===== src/design/cttess_pkg.sv =====
// Shared types, constants and the trig function for the circle tessellator.
// No dependencies; every other design file imports this package.
package cttess_pkg;

   localparam int CTT_SEGMENTS   = 16;
   localparam int CTT_FIFO_DEPTH = 2;
   localparam logic [63:0] CTT_PIH_Q30 = 64'd1686629713;

   typedef enum logic {
      CTT_MODE_DISK = 1'b0,
      CTT_MODE_RING = 1'b1
   } ctt_mode_type;

   typedef enum logic [1:0] {
      ST_IDLE,
      ST_FILL,
      ST_EMIT_A,
      ST_EMIT_B
   } ctt_state_type;

   typedef struct packed {
      logic               req_type;
      logic signed [15:0] center_x;
      logic signed [15:0] center_y;
      logic [14:0]        radius;
      logic [14:0]        thickness;
      logic [31:0]        color;
   } ctt_req_type;

   typedef struct packed {
      logic signed [15:0] ax;
      logic signed [15:0] ay;
      logic signed [15:0] bx;
      logic signed [15:0] by;
      logic signed [15:0] vx;
      logic signed [15:0] vy;
      logic [31:0]        tri_color;
      logic               last;
   } ctt_rsp_type;

   // classified request: radii in unsigned Q16.1
   typedef struct packed {
      ctt_mode_type       mode;
      logic signed [15:0] cx;
      logic signed [15:0] cy;
      logic [16:0]        r_outer;
      logic [16:0]        r_inner;
      logic [31:0]        color;
   } ctt_job_type;

   typedef struct packed {
      logic signed [34:0] ox;
      logic signed [34:0] oy;
      logic signed [34:0] ix;
      logic signed [34:0] iy;
   } ctt_prod_type;

   typedef struct packed {
      logic signed [15:0] ox;
      logic signed [15:0] oy;
      logic signed [15:0] ix;
      logic signed [15:0] iy;
   } ctt_point_type;

   // first-quadrant sine, q in 0..2^30, result Q1.15 in 0..32768
   function automatic logic signed [16:0] cttess_quad_sine(input logic [63:0] q);
      logic [63:0] x;
      logic [63:0] x2;
      logic [63:0] t;
      longint      sum;
      longint      r;
      x   = (q * CTT_PIH_Q30) >> 30;
      x2  = (x * x) >> 30;
      t   = x;
      sum = longint'(x);
      t   = ((t * x2) >> 30) / 64'd6;
      sum = sum - longint'(t);
      t   = ((t * x2) >> 30) / 64'd20;
      sum = sum + longint'(t);
      t   = ((t * x2) >> 30) / 64'd42;
      sum = sum - longint'(t);
      t   = ((t * x2) >> 30) / 64'd72;
      sum = sum + longint'(t);
      t   = ((t * x2) >> 30) / 64'd110;
      sum = sum - longint'(t);
      if (sum < 0) sum = 0;
      r = (sum + 64'sd16384) >>> 15;
      if (r > 32768) r = 32768;
      return 17'(r);
   endfunction

   // sine of a 32-bit phase (full turn = 2^32), Q1.15
   function automatic logic signed [16:0] cttess_phase_sine(input logic [31:0] p);
      logic [63:0]        q;
      logic signed [16:0] s;
      q = {34'd0, p[29:0]};
      if (p[30]) begin
         s = cttess_quad_sine(64'd1073741824 - q);
      end else begin
         s = cttess_quad_sine(q);
      end
      return p[31] ? -s : s;
   endfunction

endpackage


===== src/design/circle_triangle_tessellator_top.sv =====
// Circle tessellator: turns one circle request into fan or ring triangles.
//
// Request channel: a word on req_item is taken at a rising edge with start
// high and busy low. busy is high while the two-entry job queue is full.
// Result channel: each triangle sits on rsp_item for exactly one cycle,
// marked by rsp_strobe; rsp_item.last flags the final triangle of a circle.
// The receiver cannot stall; triangles leave as soon as they are built.
// The back end sets the pace: it builds one rim point pair per segment
// through its multiply pipeline and sends one triangle per cycle, giving
// SEGMENTS triangles for a disk and 2*SEGMENTS for a ring. The front end
// classifies and queues the next requests meanwhile.
// Reset (synchronous, active high) empties the queue and idles the back
// end; any circle in flight is dropped.
// Depends on cttess_pkg, cttess_front, cttess_fifo, cttess_back.
module circle_triangle_tessellator_top
   import cttess_pkg::*;
#(
   parameter int SEGMENTS = CTT_SEGMENTS
)
(
   input  logic        clock,
   input  logic        reset,
   input  logic        start,
   output logic        busy,
   input  ctt_req_type req_item,
   output logic        rsp_strobe,
   output ctt_rsp_type rsp_item
);

   logic        q_push;
   logic        q_pop;
   logic        q_full;
   logic        q_not_empty;
   ctt_job_type push_job;
   ctt_job_type head_job;

   cttess_front u_front (
      .start    (start),
      .req_item (req_item),
      .q_full   (q_full),
      .busy     (busy),
      .q_push   (q_push),
      .q_job    (push_job)
   );

   cttess_fifo u_fifo (
      .clock     (clock),
      .reset     (reset),
      .push      (q_push),
      .push_job  (push_job),
      .pop       (q_pop),
      .full      (q_full),
      .not_empty (q_not_empty),
      .head_job  (head_job)
   );

   cttess_back #(
      .SEGMENTS (SEGMENTS)
   ) u_back (
      .clock      (clock),
      .reset      (reset),
      .job_valid  (q_not_empty),
      .job        (head_job),
      .job_pop    (q_pop),
      .rsp_strobe (rsp_strobe),
      .rsp_item   (rsp_item)
   );

endmodule


===== src/design/cttess_front.sv =====
// Front end: takes requests, works out the ring radii and pushes jobs.
// Depends on cttess_pkg.
module cttess_front
   import cttess_pkg::*;
(
   input  logic        start,
   input  ctt_req_type req_item,
   input  logic        q_full,
   output logic        busy,
   output logic        q_push,
   output ctt_job_type q_job
);

   logic [15:0] dbl;
   logic [16:0] sum;

   always_comb begin
      dbl    = {req_item.radius, 1'b0};
      sum    = {1'b0, dbl} + {2'b00, req_item.thickness};
      busy   = q_full;
      q_push = start && !q_full;

      q_job.cx    = req_item.center_x;
      q_job.cy    = req_item.center_y;
      q_job.color = req_item.color;
      if (req_item.req_type == CTT_MODE_RING) begin
         q_job.mode    = CTT_MODE_RING;
         q_job.r_outer = sum;
         // inner radius clamps at zero
         q_job.r_inner = (dbl > {1'b0, req_item.thickness}) ?
                         {1'b0, dbl - {1'b0, req_item.thickness}} : 17'd0;
      end else begin
         q_job.mode    = CTT_MODE_DISK;
         q_job.r_outer = {1'b0, dbl};
         q_job.r_inner = 17'd0;
      end
   end

endmodule


===== src/design/cttess_fifo.sv =====
// Short job queue between front and back end.
// Depends on cttess_pkg.
module cttess_fifo
   import cttess_pkg::*;
(
   input  logic        clock,
   input  logic        reset,
   input  logic        push,
   input  ctt_job_type push_job,
   input  logic        pop,
   output logic        full,
   output logic        not_empty,
   output ctt_job_type head_job
);

   localparam int PTR_W = (CTT_FIFO_DEPTH > 1) ? $clog2(CTT_FIFO_DEPTH) : 1;
   localparam int CNT_W = $clog2(CTT_FIFO_DEPTH + 1);
   localparam logic [PTR_W-1:0] PTR_LAST = PTR_W'(CTT_FIFO_DEPTH - 1);
   localparam logic [CNT_W-1:0] CNT_FULL = CNT_W'(CTT_FIFO_DEPTH);

   ctt_job_type      slot_ff [CTT_FIFO_DEPTH];
   logic [PTR_W-1:0] wr_ptr_ff, wr_ptr_in;
   logic [PTR_W-1:0] rd_ptr_ff, rd_ptr_in;
   logic [CNT_W-1:0] count_ff, count_in;

   always_comb begin
      full      = (count_ff == CNT_FULL);
      not_empty = (count_ff != '0);
      head_job  = slot_ff[rd_ptr_ff];
      wr_ptr_in = wr_ptr_ff;
      rd_ptr_in = rd_ptr_ff;
      count_in  = count_ff;
      if (push) begin
         wr_ptr_in = (wr_ptr_ff == PTR_LAST) ? '0 : wr_ptr_ff + 1'b1;
      end
      if (pop) begin
         rd_ptr_in = (rd_ptr_ff == PTR_LAST) ? '0 : rd_ptr_ff + 1'b1;
      end
      if (push && !pop) begin
         count_in = count_ff + 1'b1;
      end else if (pop && !push) begin
         count_in = count_ff - 1'b1;
      end
   end

   always_ff @(posedge clock) begin
      if (reset) begin
         wr_ptr_ff <= '0;
         rd_ptr_ff <= '0;
         count_ff  <= '0;
      end else begin
         wr_ptr_ff <= wr_ptr_in;
         rd_ptr_ff <= rd_ptr_in;
         count_ff  <= count_in;
      end
   end

   always_ff @(posedge clock) begin
      if (push) begin
         slot_ff[wr_ptr_ff] <= push_job;
      end
   end

   a_no_push_when_full: assert property (@(posedge clock) disable iff (reset)
      count_ff == CNT_FULL |-> !push)
      else $error("job pushed into a full queue");

   a_no_pop_when_empty: assert property (@(posedge clock) disable iff (reset)
      count_ff == '0 |-> !pop)
      else $error("job popped from an empty queue");

endmodule


===== src/design/cttess_back.sv =====
// Back end: walks the segments of one job and emits its triangles.
// Depends on cttess_pkg (types, sine function).
module cttess_back
   import cttess_pkg::*;
#(
   parameter int SEGMENTS = CTT_SEGMENTS
)
(
   input  logic        clock,
   input  logic        reset,
   input  logic        job_valid,
   input  ctt_job_type job,
   output logic        job_pop,
   output logic        rsp_strobe,
   output ctt_rsp_type rsp_item
);

   localparam int SEG_W = $clog2(SEGMENTS);
   localparam logic [SEG_W-1:0] SEG_LAST = SEG_W'(SEGMENTS - 1);

   logic signed [16:0] cos_tab [SEGMENTS];
   logic signed [16:0] sin_tab [SEGMENTS];

   for (genvar g = 0; g < SEGMENTS; g++) begin : g_trig
      localparam logic [31:0] PHASE = 32'((64'(g) << 32) / SEGMENTS);
      localparam logic signed [16:0] SIN_V = cttess_phase_sine(PHASE);
      localparam logic signed [16:0] COS_V = cttess_phase_sine(PHASE + 32'h4000_0000);
      assign sin_tab[g] = SIN_V;
      assign cos_tab[g] = COS_V;
   end

   // centre + round_half_up(prod / 2^16), saturated to 16 bits
   function automatic logic signed [15:0] place(input logic signed [15:0] c,
                                                input logic signed [34:0] prod);
      logic signed [34:0] w;
      logic signed [18:0] sh;
      logic signed [19:0] s;
      w  = prod + 35'sd32768;
      sh = 19'(w >>> 16);
      s  = {sh[18], sh} + {{4{c[15]}}, c};
      if (s > 20'sd32767) begin
         return 16'sh7fff;
      end else if (s < -20'sd32768) begin
         return 16'sh8000;
      end
      return s[15:0];
   endfunction

   ctt_state_type      state_ff, state_in;
   logic [SEG_W-1:0]   idx_ff, idx_in;
   logic [SEG_W-1:0]   seg_ff, seg_in;
   logic [1:0]         fill_ff, fill_in;
   ctt_mode_type       mode_ff;
   logic signed [15:0] cx_ff, cy_ff;
   logic [16:0]        ro_ff, ri_ff;
   logic [31:0]        color_ff;
   ctt_prod_type       prod_ff, prod_in;
   ctt_point_type      cur_ff, cur_in;
   ctt_point_type      prev_ff;
   logic               strobe_ff, strobe_in;
   ctt_rsp_type        rsp_ff, rsp_in;
   logic               load;
   logic               adv;
   logic signed [16:0] cos_v, sin_v;

   always_comb begin
      cos_v      = cos_tab[idx_ff];
      sin_v      = sin_tab[idx_ff];
      prod_in.ox = $signed({1'b0, ro_ff}) * cos_v;
      prod_in.oy = $signed({1'b0, ro_ff}) * sin_v;
      prod_in.ix = $signed({1'b0, ri_ff}) * cos_v;
      prod_in.iy = $signed({1'b0, ri_ff}) * sin_v;
      cur_in.ox  = place(cx_ff, prod_ff.ox);
      cur_in.oy  = place(cy_ff, prod_ff.oy);
      cur_in.ix  = place(cx_ff, prod_ff.ix);
      cur_in.iy  = place(cy_ff, prod_ff.iy);
   end

   always_comb begin
      state_in  = state_ff;
      seg_in    = seg_ff;
      fill_in   = fill_ff;
      idx_in    = idx_ff;
      load      = 1'b0;
      adv       = 1'b0;
      job_pop   = 1'b0;
      strobe_in = 1'b0;
      rsp_in    = rsp_ff;
      rsp_in.tri_color = color_ff;

      case (state_ff)
         ST_IDLE: begin
            if (job_valid) begin
               job_pop  = 1'b1;
               load     = 1'b1;
               seg_in   = '0;
               fill_in  = '0;
               idx_in   = '0;
               state_in = ST_FILL;
            end
         end
         ST_FILL: begin
            // prime products, current point and previous point
            adv     = 1'b1;
            fill_in = fill_ff + 1'b1;
            if (fill_ff == 2'd2) begin
               state_in = ST_EMIT_A;
            end
         end
         ST_EMIT_A: begin
            strobe_in = 1'b1;
            if (mode_ff == CTT_MODE_DISK) begin
               rsp_in.ax   = cx_ff;
               rsp_in.ay   = cy_ff;
               rsp_in.bx   = prev_ff.ox;
               rsp_in.by   = prev_ff.oy;
               rsp_in.vx   = cur_ff.ox;
               rsp_in.vy   = cur_ff.oy;
               rsp_in.last = (seg_ff == SEG_LAST);
               adv         = 1'b1;
               if (seg_ff == SEG_LAST) begin
                  state_in = ST_IDLE;
               end else begin
                  seg_in = seg_ff + 1'b1;
               end
            end else begin
               rsp_in.ax   = prev_ff.ox;
               rsp_in.ay   = prev_ff.oy;
               rsp_in.bx   = prev_ff.ix;
               rsp_in.by   = prev_ff.iy;
               rsp_in.vx   = cur_ff.ox;
               rsp_in.vy   = cur_ff.oy;
               rsp_in.last = 1'b0;
               state_in    = ST_EMIT_B;
            end
         end
         ST_EMIT_B: begin
            strobe_in   = 1'b1;
            rsp_in.ax   = cur_ff.ox;
            rsp_in.ay   = cur_ff.oy;
            rsp_in.bx   = prev_ff.ix;
            rsp_in.by   = prev_ff.iy;
            rsp_in.vx   = cur_ff.ix;
            rsp_in.vy   = cur_ff.iy;
            rsp_in.last = (seg_ff == SEG_LAST);
            adv         = 1'b1;
            if (seg_ff == SEG_LAST) begin
               state_in = ST_IDLE;
            end else begin
               seg_in   = seg_ff + 1'b1;
               state_in = ST_EMIT_A;
            end
         end
         default: begin
            state_in = ST_IDLE;
         end
      endcase

      if (adv) begin
         idx_in = (idx_ff == SEG_LAST) ? '0 : idx_ff + 1'b1;
      end
   end

   always_ff @(posedge clock) begin
      if (reset) begin
         state_ff  <= ST_IDLE;
         seg_ff    <= '0;
         fill_ff   <= '0;
         idx_ff    <= '0;
         strobe_ff <= 1'b0;
      end else begin
         state_ff  <= state_in;
         seg_ff    <= seg_in;
         fill_ff   <= fill_in;
         idx_ff    <= idx_in;
         strobe_ff <= strobe_in;
      end
   end

   always_ff @(posedge clock) begin
      if (load) begin
         mode_ff  <= job.mode;
         cx_ff    <= job.cx;
         cy_ff    <= job.cy;
         ro_ff    <= job.r_outer;
         ri_ff    <= job.r_inner;
         color_ff <= job.color;
      end
      if (adv) begin
         prod_ff <= prod_in;
         cur_ff  <= cur_in;
         prev_ff <= cur_ff;
      end
      rsp_ff <= rsp_in;
   end

   assign rsp_strobe = strobe_ff;
   assign rsp_item   = rsp_ff;

   a_last_ends_job: assert property (@(posedge clock) disable iff (reset)
      strobe_ff && rsp_ff.last |-> state_ff == ST_IDLE)
      else $error("last triangle sent while job still running");

   a_pop_starts_fill: assert property (@(posedge clock) disable iff (reset)
      job_pop |=> state_ff == ST_FILL && fill_ff == 2'd0 && idx_ff == '0)
      else $error("job popped without restarting the point pipeline");

   a_second_only_ring: assert property (@(posedge clock) disable iff (reset)
      state_ff == ST_EMIT_B |-> mode_ff == CTT_MODE_RING)
      else $error("second triangle emitted for a disk");

   a_disk_strobe_follows: assert property (@(posedge clock) disable iff (reset)
      state_ff == ST_EMIT_A |=> strobe_ff)
      else $error("triangle issue lost its strobe");

endmodule

===== config.mk =====
export PLATFORM = sky130hd
export DESIGN_NAME = circle_triangle_tessellator_top
export DESIGN_NICKNAME = d
export VERILOG_FILES = /design/src/design/cttess_pkg.sv /design/src/design/circle_triangle_tessellator_top.sv /design/src/design/cttess_front.sv /design/src/design/cttess_fifo.sv /design/src/design/cttess_back.sv
export SDC_FILE = /design/constraint.sdc
export NUM_CORES = 2
export LEC_CHECK = 0
export CAP_MARGIN = 20
export CORE_UTILIZATION = 30
export DETAILED_ROUTE_END_ITERATION = 16
export DONT_BUFFER_PORTS = 1
export HOLD_SLACK_MARGIN = 0.05
export PLACE_DENSITY = 0.42
export SETUP_SLACK_MARGIN = 0.02
export SLEW_MARGIN = 20
export SYNTH_ARGS = -nofsm -noshare
export SYNTH_HDL_FRONTEND = slang
export SYNTH_SLANG_ARGS = --single-unit
export TNS_END_PERCENT = 100

===== constraint.sdc =====
create_clock -name clock -period 18.9 [get_ports clock]
set_clock_uncertainty 0.1 [all_clocks]
set_input_delay 2.835 -clock clock [delete_from_list [all_inputs] [get_ports clock]]
set_output_delay 2.835 -clock clock [all_outputs]
set_load 0.02 [all_outputs]

==> results <==
- For this run, design rule violations remaining after detail routing come to 0.
- The via count of the first global-routing pass came to 42455.
- The worst hold path class is register to register.
- The initial detailed-routing violation count is 1970.
- The routed design has 172 mm of wire.
- The worst register-to-register path ends at u_back.prod_ff[103].
- Setup repair after global routing left no endpoint under its margin.
- The mean instance size in the synthesized netlist is 10.7 sq um.
- Counting flops with a built-in enable in the synthesized netlist gives 599.
- At the end of routability-driven placement, the weighted congestion stood at 0.829.
- STA classifies the critical path endpoint as a register.
- The Yosys step of the flow raised 0 warnings.
- TritonCTS built the clock tree.
- The initial antenna violation count is 9.
- Counting tap cells, the placed design contains a total of 8557 instances.
- The post-synthesis cell type count is 89.
- The destination of the critical timing path is u_back.prod_ff[103].
- The post-CTS setup buffer count is 0.
- The net count after synthesis is 7406.
- The length of the first detailed-routing pass in iterations is 5.
- Clock tree synthesis found a total of 648 sinks.
- The number of vias per cell after detailed routing is 4.58.
- The hold-fix buffer count after cts is 0.
- After synthesis the netlist holds a flip-flop and latch count of 648.
- For the pin with the worst max-slew slack, the measured transition is 1.06 ns.
- The worst setup path startpoint is u_back.idx_ff[1].
- The first global-routing pass estimated 262 mm of wire.
- The maximum fanout count along the critical path is 34.
- Derived from the worst setup path, the maximum achievable clock frequency is 111 MHz.
- For the final routed database, the setup TNS stands at 0 ns.
- The count of non-filler cells in the finished layout is 8699.
- The routed length per instance is 19.7 um.
- Detailed placement ended at an HPWL of 132 mm.
- Among all flip-flop cells after synthesis, the most frequent one is sky130_fd_sc_hd__edfxtp_1.
- In this run the number of H-tree levels came out at 3.
- In this run the tool buffered the top-level ports with 0 buffer cells.
- The floorplan step set the die height to 460 um.
- The number of endpoints with negative hold slack in the final report is 0.
- The leftover overflow at the end of global routing is 0.
- The post-layout minimum cycle time is 9.02 ns.
- The cell with the biggest individual delay on the critical path is sky130_fd_sc_hd__mux2_2.
- The register-to-register setup slack is 9.88 ns.
- The headroom to the max-slew limit is 29.3%.
- Sorting the synthesized cells by area gives the leading types as sky130_fd_sc_hd__edfxtp_1 (29%), sky130_fd_sc_hd__fa_1 (25%), sky130_fd_sc_hd__ha_1 (12%), sky130_fd_sc_hd__inv_1 (7.1%), sky130_fd_sc_hd__nand2_1 (3.2%).
- The required time of the worst setup path is 19.25 ns.
- Sequential cells were found to cover 30.1% of the synthesized design area.
- The area growth from synthesis to layout is 9.64%.
- The number of instances resized during post-cts repair is 0.
- The beginning of the worst register-to-register path is u_back.idx_ff[1].
- Once detail routing completed, the nets flagged for antenna violations numbered 0.
- The CTS clock-pin slew for the worst setup and hold paths is 0.06 ns.
- The die is 460 um wide.
- The fraction of synthesis flops using an asynchronous set or reset pin is 0%.
- 229 I/O pins were placed.
- The total area inside the core boundary comes to 208000 sq um.
- The number of rows created at floorplan is 167.
- The share of layout cells above drive strength 1 is 7.62%.
- The initial utilization of the core area, before any placement, comes to 30.3%.
- The number of slew-limit violations in the final report came to 0.
- The via total after detailed routing is 39844.
- The number of buffers inserted during clock tree synthesis is 75.
- Global routing used 16.3% of the available tracks across all layers.
- In this design, the stage delay of the slowest critical-path cell is 0.92 ns.
- Setup violations remaining at the end of the flow were counted as 0.
- The clock insertion delay at the later pin of the skew report is 0.70 ns.
- The synthesized area is 63000 sq um.
- The cell count after synthesis is 5893.
- For this run, the post-layout net count is 7360.
- Summed over its instances, the top area cell type makes up 28.5% of the synthesized netlist area.
- The worst hold path was traced through 0 stages.
- The deepest clock path buffer count is 3.
- Across the run, the number of max-cap violations was 0.
- The tree is rooted in a sky130_fd_sc_hd__clkbuf_16.
- The dominant cell type by area after synthesis is sky130_fd_sc_hd__edfxtp_1.
- The die covers 212000 sq um.
- STA classifies the critical path startpoint as a register.
- The flow ran to the end, and the final reports show no timing, DRC or antenna violations.
- The worst path arrival time is 9.36 ns.
- The startpoint-to-endpoint class of the critical path is register to register.
- The logic depth of the worst register-to-register path is 26.
- Entering global routing, the biggest net connects 99 pins.
- Dividing the final minimum period by the clock period gives 47.7%.
## cells by family (layout without fill, tap and decap cells)
family / Yosys count / count (layout) / synth area share, %
compound gates: 580 / 580 / 6.15
mux: 211 / 211 / 3.69
simple gates: 1412 / 1412 / 10.8
flops: 648 / 648 / 30.1
fa+ha+maj: 1415 / 1415 / 37.6
buf+inv: 1390 / 1406 / 8.30
other cells: 0 / 2 / 0
xor+xnor: 237 / 237 / 3.29
## per-stage QoR
step	util, %	cell area, sq um	hold WS (ns)	setup WS [ns]
6_report	33.2	69100	0.240	9.88
5_1_grt	33.2	69100	0.242	9.28
3_5_place_dp	32.0	66500	0.227	9.87
4_1_cts	33.2	69100	0.239	9.87
3_3_place_gp	32.0	66500	0.225	9.94
2_1_floorplan	-	63000	0.223	11.21
## layout make-up
cell class	count	area, sq um
Fill cell	21264	139000
Multi-Input combinational cell	3855	39000
Sequential cell	648	19000
Inverter	1193	4490
Tap cell	2788	3490
Clock buffer	94	1980
Clock inverter	45	608
Timing Repair Buffer	74	588
Antenna cell	2	5.00
## cell usage after synthesis (9+ instances only)
cell type	number
sky130_fd_sc_hd__a211oi_1	16
sky130_fd_sc_hd__nor3_1	45
sky130_fd_sc_hd__buf_1	9
sky130_fd_sc_hd__o31ai_1	14
sky130_fd_sc_hd__a21oi_1	192
sky130_fd_sc_hd__a21boi_0	14
sky130_fd_sc_hd__mux2i_1	40
sky130_fd_sc_hd__o211ai_1	15
sky130_fd_sc_hd__nand3_1	72
sky130_fd_sc_hd__inv_1	1193
sky130_fd_sc_hd__xor2_1	78
sky130_fd_sc_hd__o21ai_1	15
sky130_fd_sc_hd__edfxtp_1	599
sky130_fd_sc_hd__mux2_2	170
sky130_fd_sc_hd__a21o_1	83
sky130_fd_sc_hd__nand2_1	536
sky130_fd_sc_hd__fa_1	802
sky130_fd_sc_hd__and2_1	260
sky130_fd_sc_hd__a31oi_1	13
sky130_fd_sc_hd__o21bai_1	22
sky130_fd_sc_hd__dfxtp_1	49
sky130_fd_sc_hd__xnor2_1	159
sky130_fd_sc_hd__o21ai_0	83
sky130_fd_sc_hd__clkbuf_1	181
sky130_fd_sc_hd__or2_2	37
sky130_fd_sc_hd__and3_1	45
sky130_fd_sc_hd__or3_1	14
sky130_fd_sc_hd__nand4_1	30
sky130_fd_sc_hd__nand2b_1	23
sky130_fd_sc_hd__nor2_1	241
sky130_fd_sc_hd__o21a_1	22
sky130_fd_sc_hd__nor2b_1	70
sky130_fd_sc_hd__ha_1	613
## cell usage in the layout (no fill, tap or decap), types with 7 or more instances in the layout
cell / n
sky130_fd_sc_hd__a211oi_1: 16
sky130_fd_sc_hd__a21boi_0: 14
sky130_fd_sc_hd__a21o_1: 83
sky130_fd_sc_hd__a21oi_1: 187
sky130_fd_sc_hd__a31oi_1: 13
sky130_fd_sc_hd__and2_1: 260
sky130_fd_sc_hd__and3_1: 44
sky130_fd_sc_hd__buf_4: 72
sky130_fd_sc_hd__bufinv_16: 9
sky130_fd_sc_hd__clkbuf_1: 16
sky130_fd_sc_hd__clkbuf_16: 75
sky130_fd_sc_hd__clkinv_1: 11
sky130_fd_sc_hd__clkinv_2: 8
sky130_fd_sc_hd__dfxtp_1: 47
sky130_fd_sc_hd__edfxtp_1: 599
sky130_fd_sc_hd__fa_1: 802
sky130_fd_sc_hd__ha_1: 613
sky130_fd_sc_hd__inv_1: 1191
sky130_fd_sc_hd__mux2_2: 170
sky130_fd_sc_hd__mux2i_1: 37
sky130_fd_sc_hd__nand2_1: 535
sky130_fd_sc_hd__nand2b_1: 23
sky130_fd_sc_hd__nand3_1: 72
sky130_fd_sc_hd__nand3b_1: 7
sky130_fd_sc_hd__nand4_1: 30
sky130_fd_sc_hd__nor2_1: 236
sky130_fd_sc_hd__nor2b_1: 70
sky130_fd_sc_hd__nor3_1: 45
sky130_fd_sc_hd__o211ai_1: 15
sky130_fd_sc_hd__o21a_1: 22
sky130_fd_sc_hd__o21ai_0: 80
sky130_fd_sc_hd__o21ai_1: 11
sky130_fd_sc_hd__o21bai_1: 22
sky130_fd_sc_hd__o31a_1: 7
sky130_fd_sc_hd__o31ai_1: 14
sky130_fd_sc_hd__or2_2: 37
sky130_fd_sc_hd__or3_1: 14
sky130_fd_sc_hd__xnor2_1: 159
sky130_fd_sc_hd__xor2_1: 78
## state kept, by name, indices dropped and copies added, names as in the netlist, 2 cells and up
name             count
u_fifo.slot_ff     196
u_back.rsp_item    129
u_back.prod_ff      80
u_back.cur_ff       64
u_back.prev_ff      64
u_back.color_ff     32
u_back.ro_ff        17
u_back.cx_ff        16
u_back.cy_ff        16
u_back.ri_ff        16
u_back.idx_ff        4
u_back.seg_ff        4
u_back.fill_ff       2
u_back.state_ff      2
u_fifo.count_ff      2
## worst min path at each step
stage,from,endpoint
floorplan,u_back.color_ff[9],u_back.rsp_item[10]
finish,u_back.color_ff[11],u_back.rsp_item[12]
global route,u_back.color_ff[2],u_back.rsp_item[3]
CTS,u_back.color_ff[2],u_back.rsp_item[3]
detailed placement,u_back.color_ff[11],u_back.rsp_item[12]
global placement,u_back.color_ff[3],u_back.rsp_item[4]
## per-layer routing
layer / routed length (um) / GRT usage [%]
met4: 2770 / 3.26
met3: 7750 / 2.54
met5: 0 / 0
met1: 85700 / 23.8
met2: 75300 / 25.3
## worst max-delay path, delay by kind of cell (launching register included)
kind | cells | cell delay, ns
AND/OR/NAND/NOR | 1 | 0.26
AO/OA/AOI/OAI | 8 | 1.92
multiplexers | 2 | 1.64
adder cells (fa/ha/maj) | 8 | 3.72
buffers and inverters | 6 | 0.42
XOR/XNOR | 1 | 0.13
flip-flops | 1 | 0.56
Power is left out: the tool's default activity adds up to more than one toggle a clock period on the data nets, which glitch-free logic cannot reach.
